$ cat src/hdl/wps_pkg.sv
// Package for the wildcard pattern search block.
// Holds sizes, codes and the job record passed from the front stage to the back stage.
// No dependencies.
`default_nettype none

package wps_pkg;

  // Pattern and character sizes
  localparam int PAT_LEN  = 16;
  localparam int IDX_W    = 4;
  localparam int CHAR_W   = 8;
  localparam int SYM_W    = 5;
  localparam int OFS_W    = (PAT_LEN > 1) ? $clog2(PAT_LEN) : 1;
  localparam logic [CHAR_W-1:0] WILDCARD = 8'd63;

  // Text and match limits
  localparam int MAX_TEXT    = 65536;
  localparam int TCNT_W      = $clog2(MAX_TEXT + 1);
  localparam int MAX_MATCHES = 1024;
  localparam int FCNT_W      = $clog2(MAX_MATCHES + 1);

  // Result field widths
  localparam int POS_W   = 16;
  localparam int TOTAL_W = 11;

  // Job queue between front and back
  localparam int QDEPTH = 4;
  localparam int QPTR_W = $clog2(QDEPTH);
  localparam int QCNT_W = $clog2(QDEPTH + 1);

  typedef enum logic {
    CMD_PATTERN = 1'b0,
    CMD_TEXT    = 1'b1
  } cmd_e;

  typedef enum logic {
    KIND_MATCH = 1'b0,
    KIND_COUNT = 1'b1
  } kind_e;

  // One job: hits[j] means the window starting at base + j agrees
  typedef struct packed {
    logic [PAT_LEN-1:0] hits;
    logic [POS_W-1:0]   base;
    logic               fin;
  } job_t;

  // Queue status seen by both sides
  typedef struct packed {
    logic full;
    logic empty;
  } q_stat_t;

endpackage

`default_nettype wire

$ cat src/hdl/wps_if.sv
// Channel interfaces of the wildcard pattern search block.
// wps_in_if carries command beats, wps_out_if carries result beats; uses wps_pkg.
`default_nettype none

interface wps_in_if
  import wps_pkg::*;
();
  logic              valid;
  logic              ready;
  logic              cmd;
  logic [IDX_W-1:0]  pattern_index;
  logic [CHAR_W-1:0] char_value;
  logic              last_char;

  modport source (output valid, cmd, pattern_index, char_value, last_char, input ready);
  modport sink   (input valid, cmd, pattern_index, char_value, last_char, output ready);
endinterface

interface wps_out_if
  import wps_pkg::*;
();
  logic               valid;
  logic               ready;
  logic               result_kind;
  logic [POS_W-1:0]   match_position;
  logic [TOTAL_W-1:0] match_total;
  logic               final_flag;

  modport source (output valid, result_kind, match_position, match_total, final_flag,
                  input ready);
  modport sink   (input valid, result_kind, match_position, match_total, final_flag,
                  output ready);
endinterface

`default_nettype wire

$ cat src/hdl/wps_fifo.sv
// Short job queue between the front and back stages.
// Register array with read and write pointers; uses wps_pkg.
`default_nettype none

module wps_fifo
  import wps_pkg::*;
(
  input  wire logic    clk_i,
  input  wire logic    rst_ni,
  input  wire logic    push_i,
  input  wire job_t    push_job_i,
  input  wire logic    pop_i,
  output job_t         head_o,
  output q_stat_t      stat_o
);

  job_t              mem_q [QDEPTH];
  logic [QPTR_W-1:0] wr_ptr_q, wr_ptr_d;
  logic [QPTR_W-1:0] rd_ptr_q, rd_ptr_d;
  logic [QCNT_W-1:0] cnt_q, cnt_d;

  assign head_o       = mem_q[rd_ptr_q];
  assign stat_o.full  = (cnt_q == QCNT_W'(QDEPTH));
  assign stat_o.empty = (cnt_q == '0);

  // pointer and fill count update
  always_comb begin
    wr_ptr_d = wr_ptr_q;
    rd_ptr_d = rd_ptr_q;
    cnt_d    = cnt_q;
    if (push_i) begin
      wr_ptr_d = (wr_ptr_q == QPTR_W'(QDEPTH - 1)) ? '0 : wr_ptr_q + 1'b1;
    end
    if (pop_i) begin
      rd_ptr_d = (rd_ptr_q == QPTR_W'(QDEPTH - 1)) ? '0 : rd_ptr_q + 1'b1;
    end
    if (push_i && !pop_i) begin
      cnt_d = cnt_q + 1'b1;
    end else if (!push_i && pop_i) begin
      cnt_d = cnt_q - 1'b1;
    end
  end

  always_ff @(posedge clk_i or negedge rst_ni) begin
    if (!rst_ni) begin
      wr_ptr_q <= '0;
      rd_ptr_q <= '0;
      cnt_q    <= '0;
    end else begin
      wr_ptr_q <= wr_ptr_d;
      rd_ptr_q <= rd_ptr_d;
      cnt_q    <= cnt_d;
    end
  end

  // storage, no reset needed
  always_ff @(posedge clk_i) begin
    if (push_i) begin
      mem_q[wr_ptr_q] <= push_job_i;
    end
  end

endmodule

`default_nettype wire

$ cat src/hdl/wps_front.sv
// Front stage: accepts command beats, keeps the pattern and text window,
// compares all window offsets in parallel and queues one job per text beat
// that hits or is last. Uses wps_pkg and wps_in_if.
`default_nettype none

module wps_front
  import wps_pkg::*;
(
  input  wire logic clk_i,
  input  wire logic rst_ni,
  wps_in_if.sink    in_i,
  input  wire q_stat_t q_stat_i,
  output logic      push_o,
  output job_t      push_job_o
);

  logic [SYM_W-1:0]  pat_q  [PAT_LEN];
  logic              care_q [PAT_LEN];
  logic [SYM_W-1:0]  win_q  [PAT_LEN];
  logic [SYM_W-1:0]  win_cur [PAT_LEN];
  logic [TCNT_W-1:0] tcnt_q, tcnt_new;

  logic              fire;
  logic              pat_fire;
  logic              text_fire;
  logic              stored;
  logic [PAT_LEN-1:0] agree;
  logic [PAT_LEN-1:0] hits;

  assign in_i.ready = !q_stat_i.full;
  assign fire       = in_i.valid && in_i.ready;
  assign pat_fire   = fire && (in_i.cmd == CMD_PATTERN);
  assign text_fire  = fire && (in_i.cmd == CMD_TEXT);
  assign stored     = text_fire && (tcnt_q < TCNT_W'(MAX_TEXT));
  assign tcnt_new   = stored ? tcnt_q + 1'b1 : tcnt_q;

  // window after this beat's character, oldest entry at index 0
  always_comb begin
    for (int i = 0; i < PAT_LEN; i++) begin
      if (!stored) begin
        win_cur[i] = win_q[i];
      end else if (i == PAT_LEN - 1) begin
        win_cur[i] = in_i.char_value[SYM_W-1:0];
      end else begin
        win_cur[i] = win_q[(i + 1) % PAT_LEN];
      end
    end
  end

  // agree[p]: window shifted by p zero pad characters agrees with the pattern
  always_comb begin
    logic [SYM_W-1:0] sym;
    for (int p = 0; p < PAT_LEN; p++) begin
      agree[p] = 1'b1;
      for (int i = 0; i < PAT_LEN; i++) begin
        sym = (i + p < PAT_LEN) ? win_cur[(i + p) % PAT_LEN] : '0;
        if (care_q[i] && (sym != pat_q[i])) begin
          agree[p] = 1'b0;
        end
      end
    end
  end

  // hit mask: offset 0 is the new full window, the rest are padded windows
  always_comb begin
    hits[0] = stored && agree[0] && (int'(tcnt_new) >= PAT_LEN);
    for (int p = 1; p < PAT_LEN; p++) begin
      hits[p] = in_i.last_char && agree[p] && (int'(tcnt_new) + p >= PAT_LEN);
    end
  end

  assign push_o          = text_fire && ((hits != '0) || in_i.last_char);
  assign push_job_o.hits = hits;
  assign push_job_o.base = POS_W'(tcnt_new - TCNT_W'(PAT_LEN));
  assign push_job_o.fin  = in_i.last_char;

  // pattern, window and text count
  always_ff @(posedge clk_i or negedge rst_ni) begin
    if (!rst_ni) begin
      for (int i = 0; i < PAT_LEN; i++) begin
        pat_q[i]  <= '0;
        care_q[i] <= 1'b0;
        win_q[i]  <= '0;
      end
      tcnt_q <= '0;
    end else begin
      if (pat_fire) begin
        for (int i = 0; i < PAT_LEN; i++) begin
          if (int'(in_i.pattern_index) == i) begin
            if (in_i.char_value == WILDCARD) begin
              pat_q[i]  <= '0;
              care_q[i] <= 1'b0;
            end else begin
              pat_q[i]  <= in_i.char_value[SYM_W-1:0];
              care_q[i] <= 1'b1;
            end
          end
        end
      end
      if (text_fire) begin
        if (in_i.last_char) begin
          for (int i = 0; i < PAT_LEN; i++) begin
            win_q[i] <= '0;
          end
          tcnt_q <= '0;
        end else begin
          for (int i = 0; i < PAT_LEN; i++) begin
            win_q[i] <= win_cur[i];
          end
          tcnt_q <= tcnt_new;
        end
      end
    end
  end

endmodule

`default_nettype wire

$ cat src/hdl/wps_back.sv
// Back stage: takes jobs from the queue, issues one result beat per cycle
// through a free output register, and keeps the match count and limit.
// Uses wps_pkg and wps_out_if.
`default_nettype none

module wps_back
  import wps_pkg::*;
(
  input  wire logic    clk_i,
  input  wire logic    rst_ni,
  input  wire job_t    head_i,
  input  wire q_stat_t q_stat_i,
  output logic         pop_o,
  wps_out_if.source    out_o
);

  job_t              cur_q;
  logic              busy_q;
  logic [FCNT_W-1:0] found_q, found_d;

  logic               ovalid_q;
  logic               okind_q;
  logic [POS_W-1:0]   opos_q;
  logic [TOTAL_W-1:0] ototal_q;
  logic               ofin_q;

  logic               out_free;
  logic               limit;
  logic               step;
  logic [PAT_LEN-1:0] eff;
  logic [PAT_LEN-1:0] lowbit;
  logic [OFS_W-1:0]   sel;
  logic [PAT_LEN-1:0] hits_nxt;
  logic               fin_nxt;
  logic               emit_pos;
  logic               emit_cnt;
  logic               done;

  assign out_free = !ovalid_q || out_o.ready;
  assign limit    = (found_q >= FCNT_W'(MAX_MATCHES));
  assign step     = busy_q && out_free;
  assign eff      = limit ? '0 : cur_q.hits;
  assign lowbit   = eff & (~eff + 1'b1);

  // offset of the lowest pending hit
  always_comb begin
    sel = '0;
    for (int j = 0; j < PAT_LEN; j++) begin
      if (lowbit[j]) begin
        sel = OFS_W'(j);
      end
    end
  end

  // one step of the current job
  always_comb begin
    hits_nxt = eff;
    fin_nxt  = cur_q.fin;
    emit_pos = 1'b0;
    emit_cnt = 1'b0;
    found_d  = found_q;
    if (step) begin
      if (eff != '0) begin
        emit_pos = 1'b1;
        hits_nxt = eff & ~lowbit;
        found_d  = found_q + 1'b1;
      end else if (cur_q.fin) begin
        emit_cnt = 1'b1;
        fin_nxt  = 1'b0;
        found_d  = '0;
      end
    end
  end

  assign done  = step && (hits_nxt == '0) && !fin_nxt;
  assign pop_o = (!busy_q || done) && !q_stat_i.empty;

  // job register and match count
  always_ff @(posedge clk_i or negedge rst_ni) begin
    if (!rst_ni) begin
      busy_q  <= 1'b0;
      found_q <= '0;
    end else begin
      found_q <= found_d;
      if (pop_o) begin
        busy_q <= 1'b1;
      end else if (done) begin
        busy_q <= 1'b0;
      end
    end
  end

  always_ff @(posedge clk_i) begin
    if (pop_o) begin
      cur_q <= head_i;
    end else if (step) begin
      cur_q.hits <= hits_nxt;
      cur_q.fin  <= fin_nxt;
    end
  end

  // output register
  always_ff @(posedge clk_i or negedge rst_ni) begin
    if (!rst_ni) begin
      ovalid_q <= 1'b0;
    end else if (emit_pos || emit_cnt) begin
      ovalid_q <= 1'b1;
    end else if (out_o.ready) begin
      ovalid_q <= 1'b0;
    end
  end

  always_ff @(posedge clk_i) begin
    if (emit_pos) begin
      okind_q  <= KIND_MATCH;
      opos_q   <= POS_W'(cur_q.base + POS_W'(sel));
      ototal_q <= '0;
      ofin_q   <= 1'b0;
    end else if (emit_cnt) begin
      okind_q  <= KIND_COUNT;
      opos_q   <= '0;
      ototal_q <= TOTAL_W'(found_q);
      ofin_q   <= 1'b1;
    end
  end

  assign out_o.valid          = ovalid_q;
  assign out_o.result_kind    = okind_q;
  assign out_o.match_position = opos_q;
  assign out_o.match_total    = ototal_q;
  assign out_o.final_flag     = ofin_q;

`ifndef ASSERT_OFF
  a_found_limit: assert property (@(posedge clk_i) disable iff (!rst_ni)
    found_q <= FCNT_W'(MAX_MATCHES))
    else $error("match count above limit");

  a_count_clears: assert property (@(posedge clk_i) disable iff (!rst_ni)
    emit_cnt |=> (found_q == '0))
    else $error("match count not cleared after count report");

  a_pop_busy: assert property (@(posedge clk_i) disable iff (!rst_ni)
    pop_o |=> busy_q)
    else $error("job taken but back stage idle");
`endif

endmodule

`default_nettype wire

$ cat src/hdl/wildcard_pattern_search_top.sv
// Top level of the wildcard pattern search block.
// Instantiates wps_front, wps_fifo and wps_back; uses wps_pkg and wps_if.
`default_nettype none

// Load a 16-character pattern with cmd 0 beats ('?' is a wildcard), then
// stream text with cmd 1 beats; characters compare on their low 5 bits.
// Input beats are taken back to back as long as the four-entry job queue
// has room. Each text beat that hits, and each last beat, becomes one job;
// the back stage issues one result beat per cycle while the output accepts
// them: one per reported position (up to 16, none once the match limit is
// reached), plus a count report for a last beat. A queue full of such jobs
// is what holds off input; ordinary text with sparse matches runs at one
// character per cycle.

module wildcard_pattern_search_top
  import wps_pkg::*;
(
  input  wire logic clk_i,
  input  wire logic rst_ni,
  wps_in_if.sink    in_i,
  wps_out_if.source out_o
);

  logic    push;
  job_t    push_job;
  logic    pop;
  job_t    head;
  q_stat_t q_stat;

  wps_front u_front (
    .clk_i      (clk_i),
    .rst_ni     (rst_ni),
    .in_i       (in_i),
    .q_stat_i   (q_stat),
    .push_o     (push),
    .push_job_o (push_job)
  );

  wps_fifo u_fifo (
    .clk_i      (clk_i),
    .rst_ni     (rst_ni),
    .push_i     (push),
    .push_job_i (push_job),
    .pop_i      (pop),
    .head_o     (head),
    .stat_o     (q_stat)
  );

  wps_back u_back (
    .clk_i    (clk_i),
    .rst_ni   (rst_ni),
    .head_i   (head),
    .q_stat_i (q_stat),
    .pop_o    (pop),
    .out_o    (out_o)
  );

endmodule

`default_nettype wire

$ cat src/flat_wrapper.sv
// flat-port wrapper written by rule: the top's interface ports become plain ports
module wildcard_pattern_search_top_flat import wps_pkg::*;
  (clk_i, rst_ni, in_i_valid, in_i_cmd, in_i_pattern_index, in_i_char_value, in_i_last_char, in_i_ready, out_o_valid, out_o_result_kind, out_o_match_position, out_o_match_total, out_o_final_flag, out_o_ready);
  wps_in_if in_i_i ();
  wps_out_if out_o_i ();
  input  wire logic clk_i;
  input  wire logic rst_ni;
  input wire logic [$bits(in_i_i.valid)-1:0] in_i_valid;
  input wire logic [$bits(in_i_i.cmd)-1:0] in_i_cmd;
  input wire logic [$bits(in_i_i.pattern_index)-1:0] in_i_pattern_index;
  input wire logic [$bits(in_i_i.char_value)-1:0] in_i_char_value;
  input wire logic [$bits(in_i_i.last_char)-1:0] in_i_last_char;
  output wire logic [$bits(in_i_i.ready)-1:0] in_i_ready;
  output wire logic [$bits(out_o_i.valid)-1:0] out_o_valid;
  output wire logic [$bits(out_o_i.result_kind)-1:0] out_o_result_kind;
  output wire logic [$bits(out_o_i.match_position)-1:0] out_o_match_position;
  output wire logic [$bits(out_o_i.match_total)-1:0] out_o_match_total;
  output wire logic [$bits(out_o_i.final_flag)-1:0] out_o_final_flag;
  input wire logic [$bits(out_o_i.ready)-1:0] out_o_ready;
  assign in_i_i.valid = in_i_valid;
  assign in_i_i.cmd = in_i_cmd;
  assign in_i_i.pattern_index = in_i_pattern_index;
  assign in_i_i.char_value = in_i_char_value;
  assign in_i_i.last_char = in_i_last_char;
  assign in_i_ready = in_i_i.ready;
  assign out_o_valid = out_o_i.valid;
  assign out_o_result_kind = out_o_i.result_kind;
  assign out_o_match_position = out_o_i.match_position;
  assign out_o_match_total = out_o_i.match_total;
  assign out_o_final_flag = out_o_i.final_flag;
  assign out_o_i.ready = out_o_ready;
  wildcard_pattern_search_top u_core (.clk_i(clk_i), .rst_ni(rst_ni), .in_i(in_i_i), .out_o(out_o_i));
endmodule
$ cat config.mk
export PLATFORM = sky130hd
export DESIGN_NAME = wildcard_pattern_search_top_flat
export DESIGN_NICKNAME = d
export VERILOG_FILES = /design/src/hdl/wps_pkg.sv /design/src/hdl/wps_if.sv /design/src/hdl/wps_fifo.sv /design/src/hdl/wps_front.sv /design/src/hdl/wps_back.sv /design/src/hdl/wildcard_pattern_search_top.sv /design/src/flat_wrapper.sv
export SDC_FILE = /design/constraint.sdc
export NUM_CORES = 1
export LEC_CHECK = 0
export BUFFER_PORTS_ARGS = -buffer_cell sky130_fd_sc_hd__buf_2
export CORE_MARGIN = 3
export CORE_UTILIZATION = 30
export CTS_CLUSTER_DIAMETER = 30
export DETAILED_ROUTE_END_ITERATION = 10
export REMOVE_ABC_BUFFERS = 1
export SYNTH_ARGS = -nofsm -noshare
export SYNTH_HDL_FRONTEND = slang
export SYNTH_SLANG_ARGS = --single-unit
$ cat constraint.sdc
create_clock -name clk_i -period 6.6 [get_ports clk_i]
set_input_delay 0.66 -clock clk_i [delete_from_list [all_inputs] [get_ports clk_i]]
set_output_delay 0.66 -clock clk_i [all_outputs]
set_load 0.01 [all_outputs]
-- Word-level counts from Yosys, hierarchy flattened
Memories as Yosys holds them, arrays and structs flattened.
Cells that the tools add are included.
- add/sub/neg operators: 24
- multiply operators: 0
- div/mod/pow operators: 0
- $lt $le $gt $ge: 18
- equality and inequality tests: 155
- shift-type cells: 0
- mux-type cells: 320
- bitwise operators: 5
- reductions and logical operators: 248
- operators by type and width (cell ; number):
    != test 5 bit ; 136
    2-to-1 mux 1 bit ; 273
    >= comparator 18 x 5 -> 1 bit (second input constant) ; 15
    logical AND 1 bit ; 194
    adder 17 x 4 -> 18 bit (second input constant) ; 8
    2-to-1 mux 16 bit ; 7
    2-to-1 mux 5 bit ; 17
    2-to-1 mux 80 bit ; 1
    nonzero test 5 bit ; 15
    adder 17 x 3 -> 18 bit (second input constant) ; 4
    2-to-1 mux 4 bit ; 12
    adder 17 x 2 -> 18 bit (second input constant) ; 2
    2-to-1 mux 17 bit ; 2
    AND reduction 2 bit ; 17
    AND 16 bit ; 2
    == test 4 bit (second input constant) ; 8
    NOT 16 bit ; 2
    nonzero test 16 bit ; 2
    2-to-1 mux 11 bit ; 2
    adder 17 x 1 -> 18 bit (second input constant) ; 1
    adder 17 x 1 -> 17 bit (second input constant) ; 1
    >= comparator 17 x 5 -> 1 bit (second input constant) ; 1
    < comparator 17 bit (second input constant) ; 1
    adder 16 x 1 -> 16 bit (second input constant) ; 1
    22 further kinds ; 46
- bits in registers: 274
- bits in latches: 0
- memory bits (writable): 132
- ROM bits: 0
- output and inout port bits: 31
- word-level logic and storage cells: 832
- memories: 1
- memories (name ; words ; width ; rd ports ; clocked after Yosys merged registers in ; write ports ; line ; source):
    u_core.u_fifo.mem_q ; 4 ; 33 ; 1 ; 0 ; 1 ; wps_fifo.sv:17 ; job_t mem_q [QDEPTH];

-- Longest topological paths before layout
Gate-level depths: netlist of the first run.
- depth in word-level cells: 33
- depth in mapped cells: 18
- depth with buffers taken out: 16

-- By module
From an unflattened synthesis of the first run, not the netlist that was laid out.
- cells, all modules: 3232
- area, all modules: 31246.2 um^2
- modules (own cells, without submodules) (module ; instances ; cells each ; area each (um^2)):
    wps_front ; 1 ; 2663 ; 22168.8
    wps_fifo ; 1 ; 210 ; 5228.8
    wps_back ; 1 ; 359 ; 3848.7

-- Worst setup path before layout of the first run
Ideal clock, no wire load.
- path kind: in2reg
- start: in in_i_cmd
- end: mem u_core.u_fifo.mem_q[0][23] (netlist bit) (data pin)
- library setup time: 0.275 ns
- data arrival time: 4.739 ns
- required time: 6.325 ns
- path slack: 1.586 ns
- stages: 16
- path buffers: 5
- path through: buf_2 -> nand3b_1 -> clkbuf_1 -> nor4b_1 -> xor2_1 -> clkbuf_1 -> ha_1 -> clkbuf_1 -> inv_1 -> o32ai_1 -> clkbuf_1 -> nand2_1 -> nor3_1 -> a31oi_1 -> or3_1 -> o41a_1
- RTL lines (what ; line ; source):
    start, declared ; flat_wrapper.sv:9 ; input wire logic [$bits(in_i_i.cmd)-1:0] in_i_cmd;
    end, declared ; wps_fifo.sv:17 ;

==> results_dict.tcl, run 1 <==
set metrics [dict create \
    status "complete, no violations" \
    synth.most_common_cell "xnor2_1" \
    rows 116 \
    syn_area_um2 30720 \
    synthTopCellsByArea "edfxtp_1 18%, dfrtp_1 17%, xnor2_1 12%" \
    cts_tree "done" \
    critPathRequiredTime_ns 6.98 \
    yosysUniqueCellTypes 99 \
    p_leak_nw 13.09 \
    cts_buffers 87 \
    setup_viol 0 \
    post-route-drc-count 0 \
    end_kind "flip-flop" \
    ios 49 \
    yosysWarnings 0 \
    ys_ff_latch 406 \
    period_needed_ns 5.520 \
    ir_worst_vdd_mv 0.2554 \
    die_x_um 326.0 \
    hold_class "in2async" \
    grt_pass1_wl_mm 181.5 \
    place_congestion 1.037 \
    async_reset_ff_share_pct 52.46 \
    drive_above_1_share_pct 15.19 \
    drtAntennaViolNets 0 \
    fill_cells 10219 \
    place_ws_ns 1.172 \
    grt_pass1_vias 26434 \
    route.detailed.wl_per_inst_um 25.51 \
    worstPathArrival_ns 5.90 \
    worstSetupStartpointType "flip-flop" \
    synth_ff_type "dfrtp_1" \
    start_util_pct 30.46 \
    area_growth_pct 16.55 \
    fin_hold_ws_ns 0.01041 \
    die-area_um2 106300 \
    p_int_mw 7.596 \
    worst_slew_pin_slew_ns 1.262 \
    drt_pass1_iterations 6 \
    p_total_mw 12.62 \
    power_density_nw_per_um2 352.4 \
    cts_hold_buf 0 \
    syn_inst 3370 \
    rsz0062_at_grt "no" \
    synth_top_cells_by_count "434 x xnor2_1, 299 x nand2_1, 299 x xor2_1, 254 x o21ai_0, 213 x dfrtp_1" \
    track_usage_pct 22.44 \
    tns_ns 0 \
    dp.cells 4638 \
    seq_power_share_pct 27.9 \
    worstSetupPathType "reg2reg" \
    utilization_pct 35.50 \
    synth_largest_area_cell "edfxtp_1" \
    avgSynthCellArea_um2 9.116 \
    antenna_found_initial 5 \
    synth_top_area_share_pct 17.69 \
    reg2reg_depth 12 \
    fin_skew_ns 0.04304 \
    cts_sinks 406 \
    cts-root-buf "clkbuf_16" \
    p_clk_share_pct 35.5 \
    dp_hpwl_mm 84.62 \
    io_buffers 48 \
    combPwrFrac_pct 36.6 \
    drv_cap 0 \
    grt_max_degree 108 \
    slew_headroom_pct 15.11 \
    yosysSeqAreaShare_pct 35.82 \
    synth_edf_count 181 \
    htree_levels 3 \
    die_y_um 326.0 \
    fmax_ghz 0.1812 \
    hold_viol 0 \
    grt_remaining_overflow 0 \
    finalWirelength_mm 122.5 \
    ctsResizeCount 0 \
    clkTransAtPathRegs_ns 0.06 \
    via_per_inst 5.714 \
    finalMaxSlewViolations 0 \
    dr.first_iter.drc_count 3378 \
    fp.coreArea_um2 100900 \
    postCtsSetupRepairBufs 0 \
    switchingPower_mw 5.023 \
    worst_slack_ns 1.080 \
    clk_path_buf_depth 3 \
    stdcell_count 4802 \
    stdcell_area_um2 35810 \
    swShare_pct 39.80 \
    finalNetCount 3409 \
    clock_latency_ns 0.66 \
    finalCritPeriodShare_pct 83.64 \
    critPathMaxFanout 24 \
    place_area_um2 32770 \
    num_vias 27438 \
]
-- kinds of logic (layout without fill, tap and decap cells) --
family	Yosys count	count (layout)	share of synthesized area (%)
AND/OR/NAND/NOR	993	993	16.05
buffers and inverters	352	425	4.655
multiplexers	137	137	6.398
adder cells (fa/ha/maj)	21	21	0.8960
flip-flops	406	406	35.82
XOR/XNOR	734	734	20.95
AO/OA/AOI/OAI	727	727	15.23
other	0	2	0
-- per-layer routing --
metal	track usage [%]	part of all wire, %
met5	0	0.049
met4	12.53	6.5
met3	5.623	10
met2	34.44	44
met1	28.77	40
-- power by group through the flow --
stage	logic (mW)	clock network (mW)	registers [mW]
floorplan	2.57	0	3.63
global placement	4.45	0	3.53
detailed placement	4.47	0	3.54
CTS	4.50	4.56	3.50
global route	4.88	4.69	3.54
finish	4.62	4.48	3.52
-- flip-flops by register name, summed over array words and instances, names as in the netlist, 3 cells and up --
signal,cells
u_core.u_back.out_o.match_position,16
u_core.u_front.tcnt_q,17
u_core.u_back.cur_q,33
u_core.u_front.win_q,80
u_core.u_fifo.mem_q,132
u_core.u_fifo.cnt_q,3
u_core.u_back.out_o.match_total,11
u_core.u_front.pat_q,80
u_core.u_front.care_q,16
u_core.u_back.found_q,11
-- worst max-delay path, cell delays in order, from the launching register on --
cell,delay [ns]
dfrtp_1,0.59
ha_1,0.51
nand2_1,0.19
nor4b_1,0.37
xor2_1,0.34
ha_1,0.20
buf_4,0.32
nand3_1,0.11
a21oi_1,0.28
o211ai_1,0.24
nor4_1,1.04
a311oi_1,0.47
a41oi_1,0.57
-- cell type report --
cell class	instances	area (um2)	area share, %
repair buffers	207	1469	4.102
clock inverters	63	728.2	2.034
clock buffers	98	2300	6.423
flip-flops and latches	406	11010	30.74
inverters	57	214.0	0.5975
diodes	2	5.005	0.01398
multi-input cells	2612	18390	51.35
well taps	1357	1698	4.742
-- cells in the final DEF (no fill, tap or decap), types with 12 or more instances in the layout --
| cell type | Yosys | routed |
|---|---|---|
| o21ai_0 | 254 | 254 |
| edfxtp_1 | 181 | 181 |
| a21oi_1 | 109 | 109 |
| inv_1 | 48 | 48 |
| o41ai_1 | 16 | 16 |
| and2_1 | 31 | 28 |
| dfrtp_1 | 213 | 212 |
| nor2_1 | 155 | 155 |
| ha_1 | 18 | 18 |
| and3_1 | 51 | 51 |
| o31ai_1 | 101 | 100 |
| xor2_1 | 299 | 298 |
| mux4_2 | 33 | 33 |
| or4_1 | 20 | 20 |
| o22ai_1 | 28 | 28 |
| o32ai_1 | 14 | 14 |
| nor2b_1 | 21 | 21 |
| clkinvlp_4 | 0 | 13 |
| a211oi_1 | 18 | 18 |
| mux2i_1 | 42 | 33 |
| inv_6 | 0 | 12 |
| nand3_1 | 189 | 188 |
| o211ai_1 | 16 | 16 |
| nand2b_1 | 12 | 12 |
| mux2_2 | 37 | 37 |
| a22oi_1 | 16 | 16 |
| dfxtp_1 | 12 | 12 |
| clkbuf_16 | 0 | 88 |
| buf_4 | 5 | 157 |
| nand4_1 | 45 | 45 |
| nand2_1 | 299 | 298 |
| nor3_1 | 84 | 84 |
| nor4_1 | 33 | 31 |
| mux2i_2 | 19 | 28 |
| xnor2_1 | 434 | 433 |
| buf_2 | 58 | 47 |
| a31oi_1 | 29 | 29 |
-- worst paths after layout --
path | slack, ns | end | start
min reg2reg | 0.45 | u_core.u_back.out_o.match_total[9] | u_core.u_back.out_o.match_total[9]
min in group clk_i | 0.34 | u_core.u_back.out_o.valid | out_o_ready
max in group asynchronous | 5.39 | u_core.u_fifo.rd_ptr_q[0] | rst_ni
min | 0.01 | u_core.u_front.pat_q[47] | rst_ni
max reg2reg | 1.08 | u_core.u_fifo.mem_q[3][20] | u_core.u_front.tcnt_q[0]
max | 1.08 | u_core.u_fifo.mem_q[3][20] | u_core.u_front.tcnt_q[0]
(Power assumes the default switching activity.)
==> run 2, diff against run 1 <==
==> constraint.sdc (replaced) <==
create_clock -name clk_i -period 4.7 [get_ports clk_i]
set_input_delay 0.47 -clock clk_i [delete_from_list [all_inputs] [get_ports clk_i]]
set_output_delay 0.47 -clock clk_i [all_outputs]
set_load 0.01 [all_outputs]
==> results_dict.tcl, run 2 (synthesis results as in run 1) <==
set metrics [dict create \
    cts_sinks 406 \
    fmax_ghz 0.2152 \
    grt_remaining_overflow 0 \
    worstPathArrival_ns 5.16 \
    fp.coreArea_um2 100900 \
    finalMaxSlewViolations 0 \
    dr.first_iter.drc_count 3633 \
    grt_max_degree 103 \
    p_leak_nw 13.74 \
    drt_pass1_iterations 6 \
    io_buffers 48 \
    start_util_pct 30.46 \
    status "complete, no violations" \
    clk_path_buf_depth 3 \
    drive_above_1_share_pct 18.07 \
    cts-root-buf "clkbuf_16" \
    dp_hpwl_mm 90.11 \
    slew_headroom_pct 20.40 \
    clock_latency_ns 0.66 \
    finalCritPeriodShare_pct 98.87 \
    layout_common_cells "433 x xnor2_1, 299 x xor2_1, 298 x nand2_1" \
    critPathRequiredTime_ns 5.21 \
    finalWirelength_mm 127.8 \
    utilization_pct 36.57 \
    worstSetupPathType "reg2reg" \
    cts_buffers 88 \
    via_per_inst 5.716 \
    largest_reg_flops 132 \
    hold_class "in2reg" \
    top_regs "u_core.u_fifo.mem_q: 132 flops, u_core.u_front.pat_q: 80 flops, u_core.u_front.win_q: 80 flops" \
    finalNetCount 3535 \
    timing.rr.end "u_core.u_fifo.cnt_q[1]" \
    htree_levels 3 \
    final_common_cell "xnor2_1" \
    end_kind "flip-flop" \
    route.detailed.wl_per_inst_um 25.92 \
    top_register "u_core.u_fifo.mem_q" \
    die_y_um 326.0 \
    cts_tree "done" \
    period_needed_ns 4.647 \
    rsz0062_at_grt "no" \
    num_vias 28166 \
    grt_pass1_vias 26960 \
    die_x_um 326.0 \
    hold_viol 0 \
    stdcell_area_um2 36890 \
    setup_viol 0 \
    drv_cap 0 \
    clkTransAtPathRegs_ns 0.04 \
    power_density_nw_per_um2 490.0 \
    regToRegSetupSlack_ns 0.05 \
    place_congestion 1.058 \
    worstSetupStartpointType "flip-flop" \
    r2r-start "u_core.u_fifo.cnt_q[2]" \
    track_usage_pct 23.35 \
    post-route-drc-count 0 \
    reg2reg_depth 14 \
    worst_slew_pin_slew_ns 1.189 \
    ir_worst_vdd_mv 0.4481 \
    postCtsSetupRepairBufs 0 \
    hold_path_depth 3 \
    antenna_found_initial 3 \
    critPathMaxFanout 32 \
    hold_start "out_o_ready" \
    area_growth_pct 20.08 \
    drtAntennaViolNets 0 \
    grt_pass1_wl_mm 187.5 \
    min_to "u_core.u_back.out_o.valid" \
    rows 116 \
    place_area_um2 33800 \
    ios 49 \
    die-area_um2 106300 \
    fin_skew_ns 0.02906 \
]
run 2: cell types whose count changed in the layout (fill, tap and decap cells not counted), sizes merged:
cell and change:
buf +124, inv -10, clkinv +9, clkbuf +5, clkinvlp -5, bufinv +2, dlygate4sd3 +1
run 2: through the flow:
stage	instances	setup WS (ns)	power, mW	setup TNS (ns)	hold WS [ns]
after global placement	4763	-0.1198	11.50	-0.1205	0.4398
after detailed placement	4763	-0.1604	11.56	-0.2248	0.4453
after floorplan	3075	-3.364	8.710	-667.68	0.1744
final	4928	0.05328	18.08	0	0.1886
after CTS	4926	0.09113	17.92	0	0.1636
after global routing	4926	0.0003038	18.74	0	0.2243
run 2: worst max-delay path by stage:
stage                     cells after the start                      start                   endpoint  slack (ns)
after floorplan                               9  u_core.u_front.tcnt_q[16]  u_core.u_fifo.mem_q[0][0]       -3.36
after global placement                       18                 in_i_valid     u_core.u_fifo.cnt_q[2]       -0.12
after detailed placement                     18                   in_i_cmd     u_core.u_fifo.cnt_q[2]       -0.16
after CTS                                    17     u_core.u_fifo.cnt_q[0]     u_core.u_fifo.cnt_q[2]        0.09
after global routing                         17  u_core.u_front.tcnt_q[16]     u_core.u_fifo.cnt_q[2]      0.0003
final                                        14     u_core.u_fifo.cnt_q[2]     u_core.u_fifo.cnt_q[1]        0.05
run 2: metal layers:
| layer | share of wire (%) | GRT usage, % | vias to the layer above |
|---|---|---|---|
| met4 | 7.3 | 14.28 | 0 |
| li1 | - | - | 12316 |
| met1 | 40 | 30.21 | 13668 |
| met3 | 9.5 | 5.075 | 493 |
| met5 | 0 | 0 | - |
| met2 | 44 | 35.54 | 1689 |
run 2: report_power, final:
part	switching [mW]	internal (mW)
combinational	4.26	2.57
clock	2.15	4.12
sequential	0.749	4.22
total	7.16	10.9
run 2: repair_timing:
item / in CTS / in global routing
endpoints found under the setup margin: 2 / 10
gates resized for setup: 2 / 4
hold endpoints to repair: 100 / 0
hold buffers: 1 / 0
run 2: cell type report:
class / count / area, um2
antenna: 2 / 5.005
clock buffer: 103 / 2288
clock inverter: 59 / 742.0
fill: 10099 / 63980
inverter: 57 / 214.0
multi-input combinational: 2612 / 18420
sequential: 406 / 11010
tap: 1357 / 1698
timing repair buffer: 332 / 2510
run 2: critical path, cell delays in order, from the launching register on:
cell,delay (ns)
dfrtp_1,0.40
nor3b_4,0.17
buf_12,0.19
inv_2,0.26
nand4_2,0.33
or4_1,0.58
a21oi_1,0.15
a21oi_1,0.19
nor4_2,0.82
a211oi_1,0.20
a22o_2,0.27
ha_1,0.20
inv_1,0.08
fa_1,0.38
mux2_2,0.27
